--- config.mk ---
export PLATFORM = sky130hd
export DESIGN_NAME = sjis_file_name_checker_core
export DESIGN_NICKNAME = d
export VERILOG_FILES = /design/src/sfn_pkg.sv /design/src/sfn_classify.sv /design/src/sfn_tracker.sv /design/src/sjis_file_name_checker_core.sv
export SDC_FILE = /design/constraint.sdc
export NUM_CORES = 1
export LEC_CHECK = 0
export BUFFER_PORTS_ARGS = -buffer_cell sky130_fd_sc_hd__buf_2
export CORE_UTILIZATION = 35
export CTS_BUF_LIST = sky130_fd_sc_hd__clkbuf_4
export DETAILED_ROUTE_END_ITERATION = 8
export PLACE_DENSITY = 0.58
export SYNTH_ARGS = -nofsm -noshare
export SYNTH_HDL_FRONTEND = slang
export SYNTH_SLANG_ARGS = --single-unit
--- constraint.sdc ---
create_clock -name clk -period 2.2 [get_ports clk]
set_input_delay 0.11 -clock clk [delete_from_list [all_inputs] [get_ports clk]]
set_output_delay 0.11 -clock clk [all_outputs]
set_load 0.01 [all_outputs]
--- src/sfn_pkg.sv ---
// ----------------------------------------------------------------------------
// sfn_pkg: shared types and constants for the Shift-JIS file name checker
// Holds the byte class record and the byte range tests used by the stages.
// ----------------------------------------------------------------------------
package sfn_pkg;

  // Width of the saturating length counter (holds up to 31).
  localparam int CountW = 5;

  // Default maximum name length in bytes.
  localparam int MaxNameLenDefault = 20;

  // Byte codes with a fixed meaning.
  localparam logic [7:0] ByteEnd   = 8'h00;
  localparam logic [7:0] ByteSlash = 8'h2F;
  localparam logic [7:0] ByteDel   = 8'h7F;

  // Classification of one name byte.
  typedef struct packed {
    logic is_end;     // terminator
    logic single_ok;  // legal single-byte character
    logic lead;       // Shift-JIS lead byte
    logic trail;      // legal Shift-JIS trail byte
  } byte_class_t;

  // Printable ASCII other than '/', or half-width katakana.
  function automatic logic single_ok_f(input logic [7:0] b);
    logic in_range;
    in_range = (b inside {[8'h20:8'h7E], [8'hA1:8'hDF]});
    return in_range && (b != ByteSlash);
  endfunction

  // Shift-JIS lead byte range, limited here to 0x81-0x98.
  function automatic logic lead_f(input logic [7:0] b);
    return (b inside {[8'h81:8'h98]});
  endfunction

  // Shift-JIS trail byte range, with DEL excluded.
  function automatic logic trail_f(input logic [7:0] b);
    logic in_range;
    in_range = (b inside {[8'h40:8'hFC]});
    return in_range && (b != ByteDel);
  endfunction

endpackage

--- src/sfn_classify.sv ---
// ----------------------------------------------------------------------------
// sfn_classify: byte classifier
// Sorts a registered name byte into terminator, single, lead and trail classes.
// ----------------------------------------------------------------------------
module sfn_classify (
  input  logic [7:0]          name_byte,
  output sfn_pkg::byte_class_t cls
);
  import sfn_pkg::*;

  // Pure range decode of the byte.
  always_comb begin
    cls.is_end    = (name_byte == ByteEnd);
    cls.single_ok = single_ok_f(name_byte);
    cls.lead      = lead_f(name_byte);
    cls.trail     = trail_f(name_byte);
  end

endmodule

--- src/sfn_tracker.sv ---
// ----------------------------------------------------------------------------
// sfn_tracker: name state and result register
// Tracks the trail phase, sticky error and length, and registers the verdict.
// ----------------------------------------------------------------------------
module sfn_tracker #(
  parameter int MAX_NAME_LEN = sfn_pkg::MaxNameLenDefault
) (
  input  logic                 clk,
  input  logic                 rst,
  input  logic                 step,      // one byte leaves the input register
  input  sfn_pkg::byte_class_t cls,
  input  logic                 res_take,  // downstream takes the result beat
  output logic                 res_valid,
  output logic                 res_ok
);
  import sfn_pkg::*;

  localparam logic [CountW-1:0] CountMax = CountW'(MAX_NAME_LEN);
  localparam logic [CountW-1:0] CountSat = CountW'(MAX_NAME_LEN + 1);

  logic              expect_trail, expect_trail_next;
  logic              error_seen, error_seen_next;
  logic [CountW-1:0] byte_count, byte_count_next;
  logic              verdict;

  // Verdict for a terminator arriving in the current state.
  assign verdict = !error_seen && !expect_trail &&
                   (byte_count != '0) && (byte_count <= CountMax);

  // Next state: a terminator clears the name state, any other byte advances it.
  always_comb begin
    expect_trail_next = expect_trail;
    error_seen_next   = error_seen;
    byte_count_next   = byte_count;
    if (cls.is_end) begin
      expect_trail_next = 1'b0;
      error_seen_next   = 1'b0;
      byte_count_next   = '0;
    end else begin
      if (byte_count < CountSat) begin
        byte_count_next = byte_count + 1'b1;
      end
      if (expect_trail) begin
        expect_trail_next = 1'b0;
        if (!cls.trail) begin
          error_seen_next = 1'b1;
        end
      end else if (cls.single_ok) begin
        expect_trail_next = 1'b0;
      end else if (cls.lead) begin
        expect_trail_next = 1'b1;
      end else begin
        error_seen_next = 1'b1;
      end
    end
  end

  // Name state registers.
  always_ff @(posedge clk) begin
    if (rst) begin
      expect_trail <= 1'b0;
      error_seen   <= 1'b0;
      byte_count   <= '0;
    end else if (step) begin
      expect_trail <= expect_trail_next;
      error_seen   <= error_seen_next;
      byte_count   <= byte_count_next;
    end
  end

  // Result register: loaded by a terminator, emptied when taken.
  always_ff @(posedge clk) begin
    if (rst) begin
      res_valid <= 1'b0;
    end else if (step && cls.is_end) begin
      res_valid <= 1'b1;
    end else if (res_take) begin
      res_valid <= 1'b0;
    end
  end

  always_ff @(posedge clk) begin
    if (step && cls.is_end) begin
      res_ok <= verdict;
    end
  end

  // The length counter never passes its saturation point.
  a_count_sat: assert property (@(posedge clk) disable iff (rst)
    byte_count <= CountSat)
    else $error("byte_count above saturation");

  // A terminator clears all name state.
  a_clear: assert property (@(posedge clk) disable iff (rst)
    step && cls.is_end |=> (byte_count == '0) && !expect_trail && !error_seen)
    else $error("state not cleared after terminator");

  // A pending result is never overwritten before it is taken.
  a_no_overwrite: assert property (@(posedge clk) disable iff (rst)
    res_valid && !res_take |-> !(step && cls.is_end))
    else $error("result overwritten while pending");

  // A sticky error always yields a rejection.
  a_err_reject: assert property (@(posedge clk) disable iff (rst)
    step && cls.is_end && error_seen |=> res_valid && !res_ok)
    else $error("error not reported as rejection");

endmodule

--- src/sjis_file_name_checker_core.sv ---
// ----------------------------------------------------------------------------
// sjis_file_name_checker_core: Shift-JIS file name checker
// Checks a byte stream of file names and gives one verdict per name.
// ----------------------------------------------------------------------------
// Usage:
//   The slave stream carries one name byte per beat; a zero byte ends the
//   name. Each terminator produces one beat on the master stream whose bit 0
//   is 1 for a valid name and 0 for a rejected one. Other bytes produce no
//   output beat.
//   A terminator passes the input register and then the result register
//   before its verdict shows on the master side; it waits in the input
//   register while the result register is full and not taken. Throughput:
//   one byte per cycle, except while a terminator waits in that way.
//   Reset (rst, synchronous, active high) empties both registers and clears
//   the name state, so the next byte starts a fresh name.
//   When the receiver stalls, the pending verdict is held; name bytes keep
//   flowing until a second terminator reaches the input register, which
//   then waits and backpressures the slave side.
// ----------------------------------------------------------------------------
module sjis_file_name_checker_core #(
  parameter int MAX_NAME_LEN = sfn_pkg::MaxNameLenDefault
) (
  input  logic       clk,
  input  logic       rst,
  input  logic       s_axis_tvalid,
  output logic       s_axis_tready,
  input  logic [7:0] s_axis_tdata,   // [7:0] name_byte
  output logic       m_axis_tvalid,
  input  logic       m_axis_tready,
  output logic [7:0] m_axis_tdata    // [0] name_ok, [7:1] zero
);
  import sfn_pkg::*;

  logic        in_valid;
  logic [7:0]  in_byte;
  logic        step;
  logic        res_ok;
  byte_class_t cls;

  // Byte decode of the registered input.
  sfn_classify u_classify (
    .name_byte (in_byte),
    .cls       (cls)
  );

  // A byte moves on unless it is a terminator facing a full result register.
  assign step = in_valid &&
                (!cls.is_end || !m_axis_tvalid || m_axis_tready);
  assign s_axis_tready = !in_valid || step;

  // Input register.
  always_ff @(posedge clk) begin
    if (rst) begin
      in_valid <= 1'b0;
    end else if (s_axis_tvalid && s_axis_tready) begin
      in_valid <= 1'b1;
    end else if (step) begin
      in_valid <= 1'b0;
    end
  end

  always_ff @(posedge clk) begin
    if (s_axis_tvalid && s_axis_tready) begin
      in_byte <= s_axis_tdata;
    end
  end

  // Name state and verdict register.
  sfn_tracker #(
    .MAX_NAME_LEN (MAX_NAME_LEN)
  ) u_tracker (
    .clk       (clk),
    .rst       (rst),
    .step      (step),
    .cls       (cls),
    .res_take  (m_axis_tready),
    .res_valid (m_axis_tvalid),
    .res_ok    (res_ok)
  );

  assign m_axis_tdata = {7'b0, res_ok};

endmodule
==> metrics.txt, run 1 <==
R2R depth 4; RePlAce Congestion approximately 0.73; routed len/inst 12.0 um; crit-path max FO 5; RSZ-0062 raised after global routing false; period utilisation layout 0.930; Die H 56.6 um; worst reg2reg path endpoint in_byte[1]$_DFFE_PP_; Starting Density 0.375; Post-Syn Area 1040 um^2; NumNets Final ~140; Top FF cell, synth edfxtp_1; antenna-violating nets left 0; ys async rst share 0; placed cell areas 1080 um^2; CTS buffer count 3; WL final roughly 1800 um; H-tree lvl count 1; worst r2r src in_byte[0]$_DFFE_PP_; FILL cells 264; core box area 2780 um^2; final instance area around 1200 um^2; global-route wire length before repair approximately 3200 um; DRC 0; worst skew pair latency 290 ps; CP Capture Type primary output; initial drt markers 9; area of the multi-input gates 497 um^2; min-delay src s_axis_tvalid; WHS Endpoint in_valid$_SDFFE_PP0P_; fraction of layout cells with a size suffix above 1 0.213; FP Rows 19; CTS tree built; TritonCTS Sinks 18; Mapped Cells 103; Max IR drop VDD 339 uV; DIE WIDTH around 57 um; I/O Pins 22; combinational share of power 0.121; Final min period just over 2000 ps; Min Hold Slack 51.7 ps; crit path DAT 1940 ps; Worst R2R Setup Slack 170 ps; Detailed Place HPWL about 1300 um; drt pass-1 iters 4; Critical Path Start Type flop; Net Sw Frac 0.254; pwr/cell area 535 nW/um^2; largest net degree at the start of global routing 12; Clk pwr share 0.266; aggregate global-route resource usage 0.131; Setup Skew 3.03 ps; endpoints failing setup 0; MaxCap Viol Count 0; Hold Path Class primary input to flop; IO Port Bufs 14; status completed; sequential fraction of the synthesis area 0.432; Avg Vias per Cell about 5.2; Netlist cell types 42; leak pwr 0.442 nW; Required @ worst endpoint 2090 ps; Syn-to-layout area delta 14.0%; dpl cells 141; syn avg cell area 10.1 um^2; final cell count without fillers approximately 150; root buf cell clkbuf_4; Synthesis Warnings 0; max-slew violations 0; Sequential Power Share 0.613; initial antenna violation count 0; clk buf depth 2; ANT cells 0; PostCTS Resize Cnt 0; EDFF count, synth 9; Highest Clock Rate 489 MHz; gr ovfl total 0; total number of vias 799; Hold Path Depth 3; Pint 0.475 mW; setup total negative slack 0 ps; Setup CP Type flop to primary output; Register Area 450 um^2; vias in the first global route 748; P_sw around 0.16 mW; synthesized flop and latch total 18; final hold vios 0; Clock Pin Slew Worst Setup and Hold Paths 110 ps; die area between 3000 and 4000 um^2
==> kinds of logic after synthesis <==
| group | synth area share |
|---|---|
| compound gates | 0.198 |
| fa+ha+maj | 0.0240 |
| other cells | 0.00360 |
| mux | 0.0204 |
| flops | 0.432 |
| buf+inv | 0.113 |
| simple gates | 0.209 |
==> registers in the layout (all words and copies together) (netlist names) <==
register,count
in_byte,8
u_tracker.byte_count,5
u_tracker.expect_trail,1
in_valid,1
u_tracker.error_seen,1
u_tracker.res_valid,1
u_tracker.res_ok,1
==> cell usage in the layout (no fill, tap or decap), types with 4 or more instances in the layout <==
master and n:
inv_1 7, buf_2 14, edfxtp_1 9, dlygate4sd3_1 8, nand2_1 6, a21oi_1 4, o211ai_1 4, dfxtp_1 9
conb_1 7
==> final cells by class <==
cell class	instances	area share
Clock inverter	1	0.00316
Clock buffer	3	0.0189
Tap cell	31	0.0326
Timing Repair Buffer	22	0.126
Sequential cell	18	0.379
Inverter	7	0.0221
Multi-Input combinational cell	71	0.418
==> worst max-delay path by stage <==
stage | endpoint | cells past startpoint | slack [ps] | from
after global routing | s_axis_tready | 4 | 40 | in_byte[0]$_DFFE_PP_
after global placement | in_byte[1]$_DFFE_PP_ | 4 | 250 | in_byte[0]$_DFFE_PP_
after detailed placement | in_byte[4]$_DFFE_PP_ | 4 | 180 | in_byte[0]$_DFFE_PP_
final | s_axis_tready | 4 | 150 | in_byte[0]$_DFFE_PP_
after CTS | s_axis_tready | 4 | 160 | in_byte[0]$_DFFE_PP_
after floorplan | in_byte[0]$_DFFE_PP_ | 4 | 260 | in_byte[0]$_DFFE_PP_
==> per-stage QoR <==
step	total power, mW	utilization	setup slack, ps
after floorplan	0.452	-	256
after global placement	0.462	0.389	246
after detailed placement	0.464	0.389	177
after CTS	0.643	0.427	157
after global routing	0.675	0.427	40.9
final	0.636	0.427	154
==> routing by layer <==
layer	routed length [um]	part of all wire	vias up	GRT usage
met4	23	0.013	0	0.0627
met2	816	0.45	24	0.203
met3	82	0.045	2	0.0230
met5	0	0	-	0
li1	-	-	412	-
met1	908	0.50	361	0.175
==> Yosys cell counts (all sizes together) (3+ instances only) <==
cell type | n | share of area
nor2 | 3 | 0.011
buf | 12 | 0.084
nor4 | 3 | 0.018
inv | 7 | 0.025
nand4 | 3 | 0.018
o211ai | 4 | 0.029
nand2 | 6 | 0.022
nand3 | 3 | 0.014
a211oi | 3 | 0.026
a21oi | 4 | 0.019
edfxtp | 9 | 0.26
dfxtp | 9 | 0.17
or3 | 5 | 0.044
==> power by group through the flow <==
stage          clock [mW]  combinational [mW]  sequential, mW
5_1_grt             0.196              0.0861           0.393
3_5_place_dp            0              0.0663           0.397
4_1_cts             0.176              0.0771           0.390
2_1_floorplan           0              0.0619           0.390
6_report            0.170              0.0769           0.390
3_3_place_gp            0              0.0651           0.397
==> critical path, cell delays in order (launching register included) <==
cell and delay (ps):
edfxtp_1 450, or3_4 450, nor3_1 360, nand4b_1 190
buf_2 180
==> timing repair <==
action / CTS / global route
hold buffers: 8 / 0
setup buffers: 0 / 0
endpoints found under the hold margin: 8 / 0
Note: power is estimated with default switching activity, not from simulation.
==> inputs of run 2 (changes only) <==
==> constraint.sdc (replaced) <==
create_clock -name clk -period 2.2 [get_ports clk]
set_input_delay 0 -clock clk [delete_from_list [all_inputs] [get_ports clk]]
set_output_delay 0 -clock clk [all_outputs]
set_load 0.01 [all_outputs]
==> run 2 against run 1 <==
  * Critical path depth did not move
  * Via count rose by 1.1%
  * Clock power barely moved
  * Die area did not move
  * Cell count rose by 1.3%
  * Sequential share of layout area fell by 0.63 points
  * Core utilization rose by 0.72 points
  * Worst hold slack got worse by 21 ps
  * Sequential cell count did not move
  * Worst setup slack improved by 12 ps
  * Register-to-register slack barely moved
  * Largest cell class unchanged
  * Highest routed layer unchanged
==> metrics.txt, run 2 (synthesis results as in run 1) <==
status completed; slowest stage delay, CP 450 ps (about the same); Crit-path slowest cell edfxtp_1; max reg flops 8 (unchanged); ANT cells 0 (unchanged); setup total negative slack 0 ps (unchanged); Syn-to-layout area delta 16.0%; Worst R2R Setup Slack 170 ps (about the same); Worst setup startpoint in_byte[0]$_DFFE_PP_; antenna-violating nets left 0 (unchanged); most frequent cells in the layout buf_2 (14), dlygate4sd3_1 (10), edfxtp_1 (9), dfxtp_1 (9); crit path DAT 2060 ps (+120 ps); initial antenna violation count 0 (unchanged); TritonCTS Sinks 18 (unchanged); pwr/cell area 529 nW/um^2 (-1.2%); worst-path cell chain or3_4, nor3_1, nand4b_1, and2_1; global-route wire length before repair 3280 um (+1.0%); CP Capture Type flop; period utilisation layout 0.924 (-0.00541); combinational share of power 0.125 (+0.004); IO Port Bufs 14 (unchanged); Max IR drop VDD 340 uV (about the same); Sequential Power Share 0.610 (-0.003); Pint 0.477 mW (+0.49%); Starting Density 0.375 (unchanged); Clk pwr share 0.265 (about the same); worst skew pair latency 290 ps (about the same); CTS buffer count 3 (unchanged); root buf cell clkbuf_4; final cell count without fillers 155 (+1.3%); commonest non-fill, non-tap cell in the layout buf_2; die area 3200 um^2 (unchanged); leak pwr 0.450 nW (+1.9%); I/O Pins 22 (unchanged); Net Sw Frac 0.254 (about the same); Die H 56.6 um (unchanged); Final Util 0.435 (+0.00720); fraction of layout cells with a size suffix above 1 0.210 (-0.00344); Min Hold Slack 30.8 ps (-20.9 ps); crit-path max FO 8 (+3); Required @ worst endpoint 2230 ps (+140 ps); final hold vios 0 (unchanged); setup repair bufs after CTS 0 (unchanged); worst reg2reg path endpoint in_byte[1]$_DFFE_PP_; Highest Clock Rate 492 MHz (+0.58%); core box area 2780 um^2 (unchanged); WL final 1860 um (+1.4%); Critical Path Start Type flop; Setup CP Type flop to flop; MaxCap Viol Count 0 (unchanged); Clock Pin Slew Worst Setup and Hold Paths 110 ps (about the same); Detailed Place HPWL 1280 um (unchanged); DRC 0 (unchanged); Avg Vias per Cell 5.21 (-0.18%); Bufs and invs on worst path 0 (-1); R2R depth 4 (unchanged); endpoints failing setup 0 (unchanged); drt pass-1 iters 4 (unchanged); Final min period 2030 ps (-11.9 ps); routed len/inst 12.0 um (+0.11%); Hold Path Class primary input to flop; Setup crit end in_byte[1]$_DFFE_PP_; P_sw 0.162 mW (+0.42%); H-tree lvl count 1 (unchanged); vias in the first global route 760 (+1.6%); largest register by flop count in_byte; Setup Skew 2.91 ps (-0.120 ps); DIE WIDTH 56.6 um (unchanged); initial drt markers 9 (unchanged); dpl cells 141 (unchanged); CTS tree built; Top Family by Delay on Critical Path simple AND/OR/NAND/NOR gates; total number of vias 808 (+1.1%); max-slew violations 0 (unchanged); gr ovfl total 0 (unchanged); largest net degree at the start of global routing 12 (unchanged); NumNets Final 139 (+1.5%); clk buf depth 2 (unchanged); RSZ-0062 raised after global routing false; FILL cells 264 (unchanged); FP Rows 19 (unchanged); Top Registers in_byte (8), u_tracker.byte_count (5); worst r2r src in_byte[0]$_DFFE_PP_; aggregate global-route resource usage 0.132 (+0.00146); RePlAce Congestion 0.729 (unchanged); cell depth of the worst setup path 4 (unchanged)
-- run 2: worst min-delay path by stage --
stage	start	endpoint	slack, ps	cells past startpoint
floorplan	s_axis_tdata[0]	in_byte[0]$_DFFE_PP_	100	0
global placement	s_axis_tdata[3]	in_byte[3]$_DFFE_PP_	180	1
detailed placement	s_axis_tdata[7]	in_byte[7]$_DFFE_PP_	180	1
CTS	m_axis_tready	in_valid$_SDFFE_PP0P_	20	3
global route	m_axis_tready	in_valid$_SDFFE_PP0P_	20	3
finish	m_axis_tready	in_valid$_SDFFE_PP0P_	30	3
-- run 2: power groups by stage --
| stage | combinational [mW] | sequential, mW | clock [mW] |
|---|---|---|---|
| 2_1_floorplan | 0.0619 | 0.390 | 0 |
| 3_3_place_gp | 0.0651 | 0.397 | 0 |
| 3_5_place_dp | 0.0663 | 0.397 | 0 |
| 4_1_cts | 0.0798 | 0.390 | 0.176 |
| 5_1_grt | 0.0891 | 0.393 | 0.196 |
| 6_report | 0.0798 | 0.390 | 0.170 |
-- run 2: metrics by stage --
stage	cell area [um^2]	setup WS (ps)	power [mW]
after floorplan	1060	256	0.452
after global routing	1210	46.6	0.678
final	1210	166	0.639
after detailed placement	1080	177	0.464
after CTS	1210	163	0.646
after global placement	1080	246	0.462
-- run 2: layer usage --
layer,GRT usage,up-vias,share of wire
li1,-,416,-
met1,0.175,366,0.49
met2,0.208,24,0.45
met3,0.0230,2,0.042
met4,0.0627,0,0.012
met5,0,-,0
-- run 2: final cells by class --
type,count,area (um^2),area share
Clock buffer,3,22.5,0.0186
Clock inverter,1,3.75,0.00311
Inverter,7,26.3,0.0217
Multi-Input combinational cell,71,497,0.411
Sequential cell,18,450,0.373
Tap cell,31,38.8,0.0321
Timing Repair Buffer,24,170,0.141
-- run 2: worst register-to-register path, cell delays in order, from the launching register on --
cell      delay (ps)
edfxtp_1         450
or3_4            450
nor3_1           370
nand4b_1         190
and2_1           310
-- run 2: what timing repair did --
action	CTS	global route
hold endpoints to repair	14	0
hold buffers	10	0
gates resized for setup	0	0
==> inputs of run 3 (changes only) <==
--- a/config.mk
+++ b/config.mk
@@ -6,10 +6,11 @@
 export NUM_CORES = 1
 export LEC_CHECK = 0
 export BUFFER_PORTS_ARGS = -buffer_cell sky130_fd_sc_hd__buf_2
+export CORE_ASPECT_RATIO = 1.25
 export CORE_UTILIZATION = 35
 export CTS_BUF_LIST = sky130_fd_sc_hd__clkbuf_4
 export DETAILED_ROUTE_END_ITERATION = 8
-export PLACE_DENSITY = 0.58
+export SKIP_LAST_GASP = 1
 export SYNTH_ARGS = -nofsm -noshare
 export SYNTH_HDL_FRONTEND = slang
 export SYNTH_SLANG_ARGS = --single-unit
==> run 3 against run 2 <==
  * Core utilization grew 0.94 points
  * Critical endpoint is now in_byte[4]$_DFFE_PP_
  * Worst hold slack gained 0.62 ps
  * Cell area grew 1.3%
  * Worst setup slack gained 81 ps
  * Sequential share of layout area shrank 0.49 points
  * Non-clock buffer count grew 1
  * Largest power group unchanged
  * Sequential cell count is the same
  * Clock-buffer cell count is the same
==> metrics.txt, run 3 (synthesis results as in run 1) <==
worst skew pair latency 290 ps (about the same); WL final 1880 um (+1.2%); Starting Density 0.378 (+0.00306); FP Rows 21 (+2); period utilisation layout 0.887 (-0.0370); CP Capture Type flop; worst r2r src in_byte[0]$_DFFE_PP_; Setup Skew 13.8 ps (+10.9 ps); Crit-path slowest cell edfxtp_1; largest register by flop count in_byte; combinational share of power 0.129 (+0.004); Critical Path Start Type flop; CTS buffer count 3 (unchanged); IO Port Bufs 14 (unchanged); WHS Endpoint in_valid$_SDFFE_PP0P_; setup repair bufs after CTS 0 (unchanged); final hold vios 0 (unchanged); Clk pwr share 0.263 (-0.002); clk buf depth 2 (unchanged); Place WS 152 ps (-24.8 ps); gr ovfl total 0 (unchanged); DIE WIDTH 50.8 um (-10%); CTS tree built; crit path DAT 1970 ps (-90 ps); Highest Clock Rate 512 MHz (+4.2%); TritonCTS Sinks 18 (unchanged); Final min period 1950 ps (-81.3 ps); global-route wire length before repair 3660 um (+12%); worst-path cell chain or3_4, nor3_2, nand4b_1, and2_1; Top Family by Delay on Critical Path simple AND/OR/NAND/NOR gates; fraction of layout cells with a size suffix above 1 0.224 (+0.0143); antenna-violating nets left 0 (unchanged); Hold Path Depth 3 (unchanged); P_sw 0.163 mW (+0.29%); Bufs and invs on worst path 0 (unchanged); PnR Total Power 0.641 mW (+0.28%); leak pwr 0.455 nW (+1.0%); drt pass-1 iters 4 (unchanged); Worst setup startpoint in_byte[0]$_DFFE_PP_; Max IR drop VDD 324 uV (-4.5%); Die H 63.0 um (+11%); Syn-to-layout area delta 17.5%; Top Registers in_byte (8), u_tracker.byte_count (5); endpoints failing setup 0 (unchanged); max reg flops 8 (unchanged); RePlAce Congestion 0.757 (+4.0%); worst setup margin 248 ps (+81.3 ps); initial antenna violation count 0 (unchanged); Hold Path Class primary input to flop; Detailed Place HPWL 1330 um (+3.9%); min-delay src m_axis_tready; ANT cells 0 (unchanged); crit-path max FO 8 (unchanged); Required @ worst endpoint 2220 ps (about the same); Net Sw Frac 0.254 (about the same); root buf cell clkbuf_4; FILL cells 274 (+3.8%); commonest non-fill, non-tap cell in the layout buf_2; most frequent cells in the layout buf_2 (14), dlygate4sd3_1 (10), edfxtp_1 (9), dfxtp_1 (9); core box area 2760 um^2 (-0.81%); Worst R2R Setup Slack 250 ps (+80 ps); MaxCap Viol Count 0 (unchanged); worst reg2reg path endpoint in_byte[4]$_DFFE_PP_; total number of vias 849 (+5.1%); aggregate global-route resource usage 0.147 (+0.0147); routed len/inst 11.8 um (-1.3%); setup total negative slack 0 ps (unchanged); DRC 0 (unchanged); Avg Vias per Cell 5.34 (+2.4%); max-slew violations 0 (unchanged); Clock Pin Slew Worst Setup and Hold Paths 110 ps (about the same); vias in the first global route 867 (+14%); RSZ-0062 raised after global routing false; die area 3200 um^2 (about the same); R2R depth 4 (unchanged); pwr/cell area 523 nW/um^2 (-1.0%); largest net degree at the start of global routing 12 (unchanged); NumNets Final 140 (+0.72%); I/O Pins 22 (unchanged); Sequential Power Share 0.609 (about the same); Setup CP Type flop to flop; Final Util 0.444 (+0.00944); Pint 0.478 mW (+0.28%); initial drt markers 28 (+19); H-tree lvl count 1 (unchanged); slowest stage delay, CP 470 ps (+20 ps); status completed
==> run 3: cell types whose count changed in the layout (fill, tap and decap cells not counted), sizes merged <==
cell	change
buf	+1
==> run 3: what timing repair did <==
action,in CTS,in global routing
setup endpoints to repair,0,8
hold buffers,10,0
gates resized for setup,0,1
hold endpoints to repair,14,0
==> run 3: worst min-delay path, delay by kind of cell <==
family	cells	cell delay [ps]
buf+inv	1	80
compound gates	1	70
simple gates	1	130
==> run 3: metrics by stage <==
| step | instance area (um^2) | hold WS [ps] | cells |
|---|---|---|---|
| finish | 1220 | 31.5 | 159 |
| global route | 1220 | 77.2 | 159 |
| CTS | 1220 | 33.9 | 159 |
| detailed placement | 1090 | 178 | 145 |
| global placement | 1090 | 178 | 145 |
| floorplan | 1060 | 98.9 | 109 |
==> run 3: per-layer routing <==
metal / GRT usage / vias up / wire (um)
met5: 0 / - / 0
met1: 0.175 / 404 / 836
met3: 0.0219 / 4 / 59
met2: 0.260 / 24 / 957
li1: - / 417 / -
met4: 0.0521 / 0 / 25
==> run 3: how the worst max path moves through the flow <==
stage | to | slack, ps | cells past startpoint
final | in_byte[4]$_DFFE_PP_ | 250 | 4
after detailed placement | in_byte[4]$_DFFE_PP_ | 150 | 4
after floorplan | in_byte[0]$_DFFE_PP_ | 260 | 4
after global placement | in_byte[4]$_DFFE_PP_ | 250 | 4
after CTS | in_byte[4]$_DFFE_PP_ | 130 | 4
after global routing | in_byte[3]$_DFFE_PP_ | 70 | 4
==> run 3: area by class of cell <==
| class | count | area (um^2) | area share |
|---|---|---|---|
| clock buffers | 3 | 22.5 | 0.0184 |
| clock inverters | 1 | 3.75 | 0.00306 |
| inverters | 7 | 26.3 | 0.0215 |
| multi-input cells | 71 | 502 | 0.410 |
| flip-flops and latches | 18 | 450 | 0.368 |
| well taps | 34 | 42.5 | 0.0347 |
| repair buffers | 25 | 178 | 0.145 |
==> run 3: power by group through the flow <==
stage                     Clock, mW  Combinational [mW]  Sequential, mW
final                         0.168              0.0824           0.390
after global routing          0.190              0.0953           0.394
after CTS                     0.172              0.0816           0.390
after detailed placement          0              0.0679           0.397
after global placement            0              0.0662           0.396
after floorplan                   0              0.0619           0.390
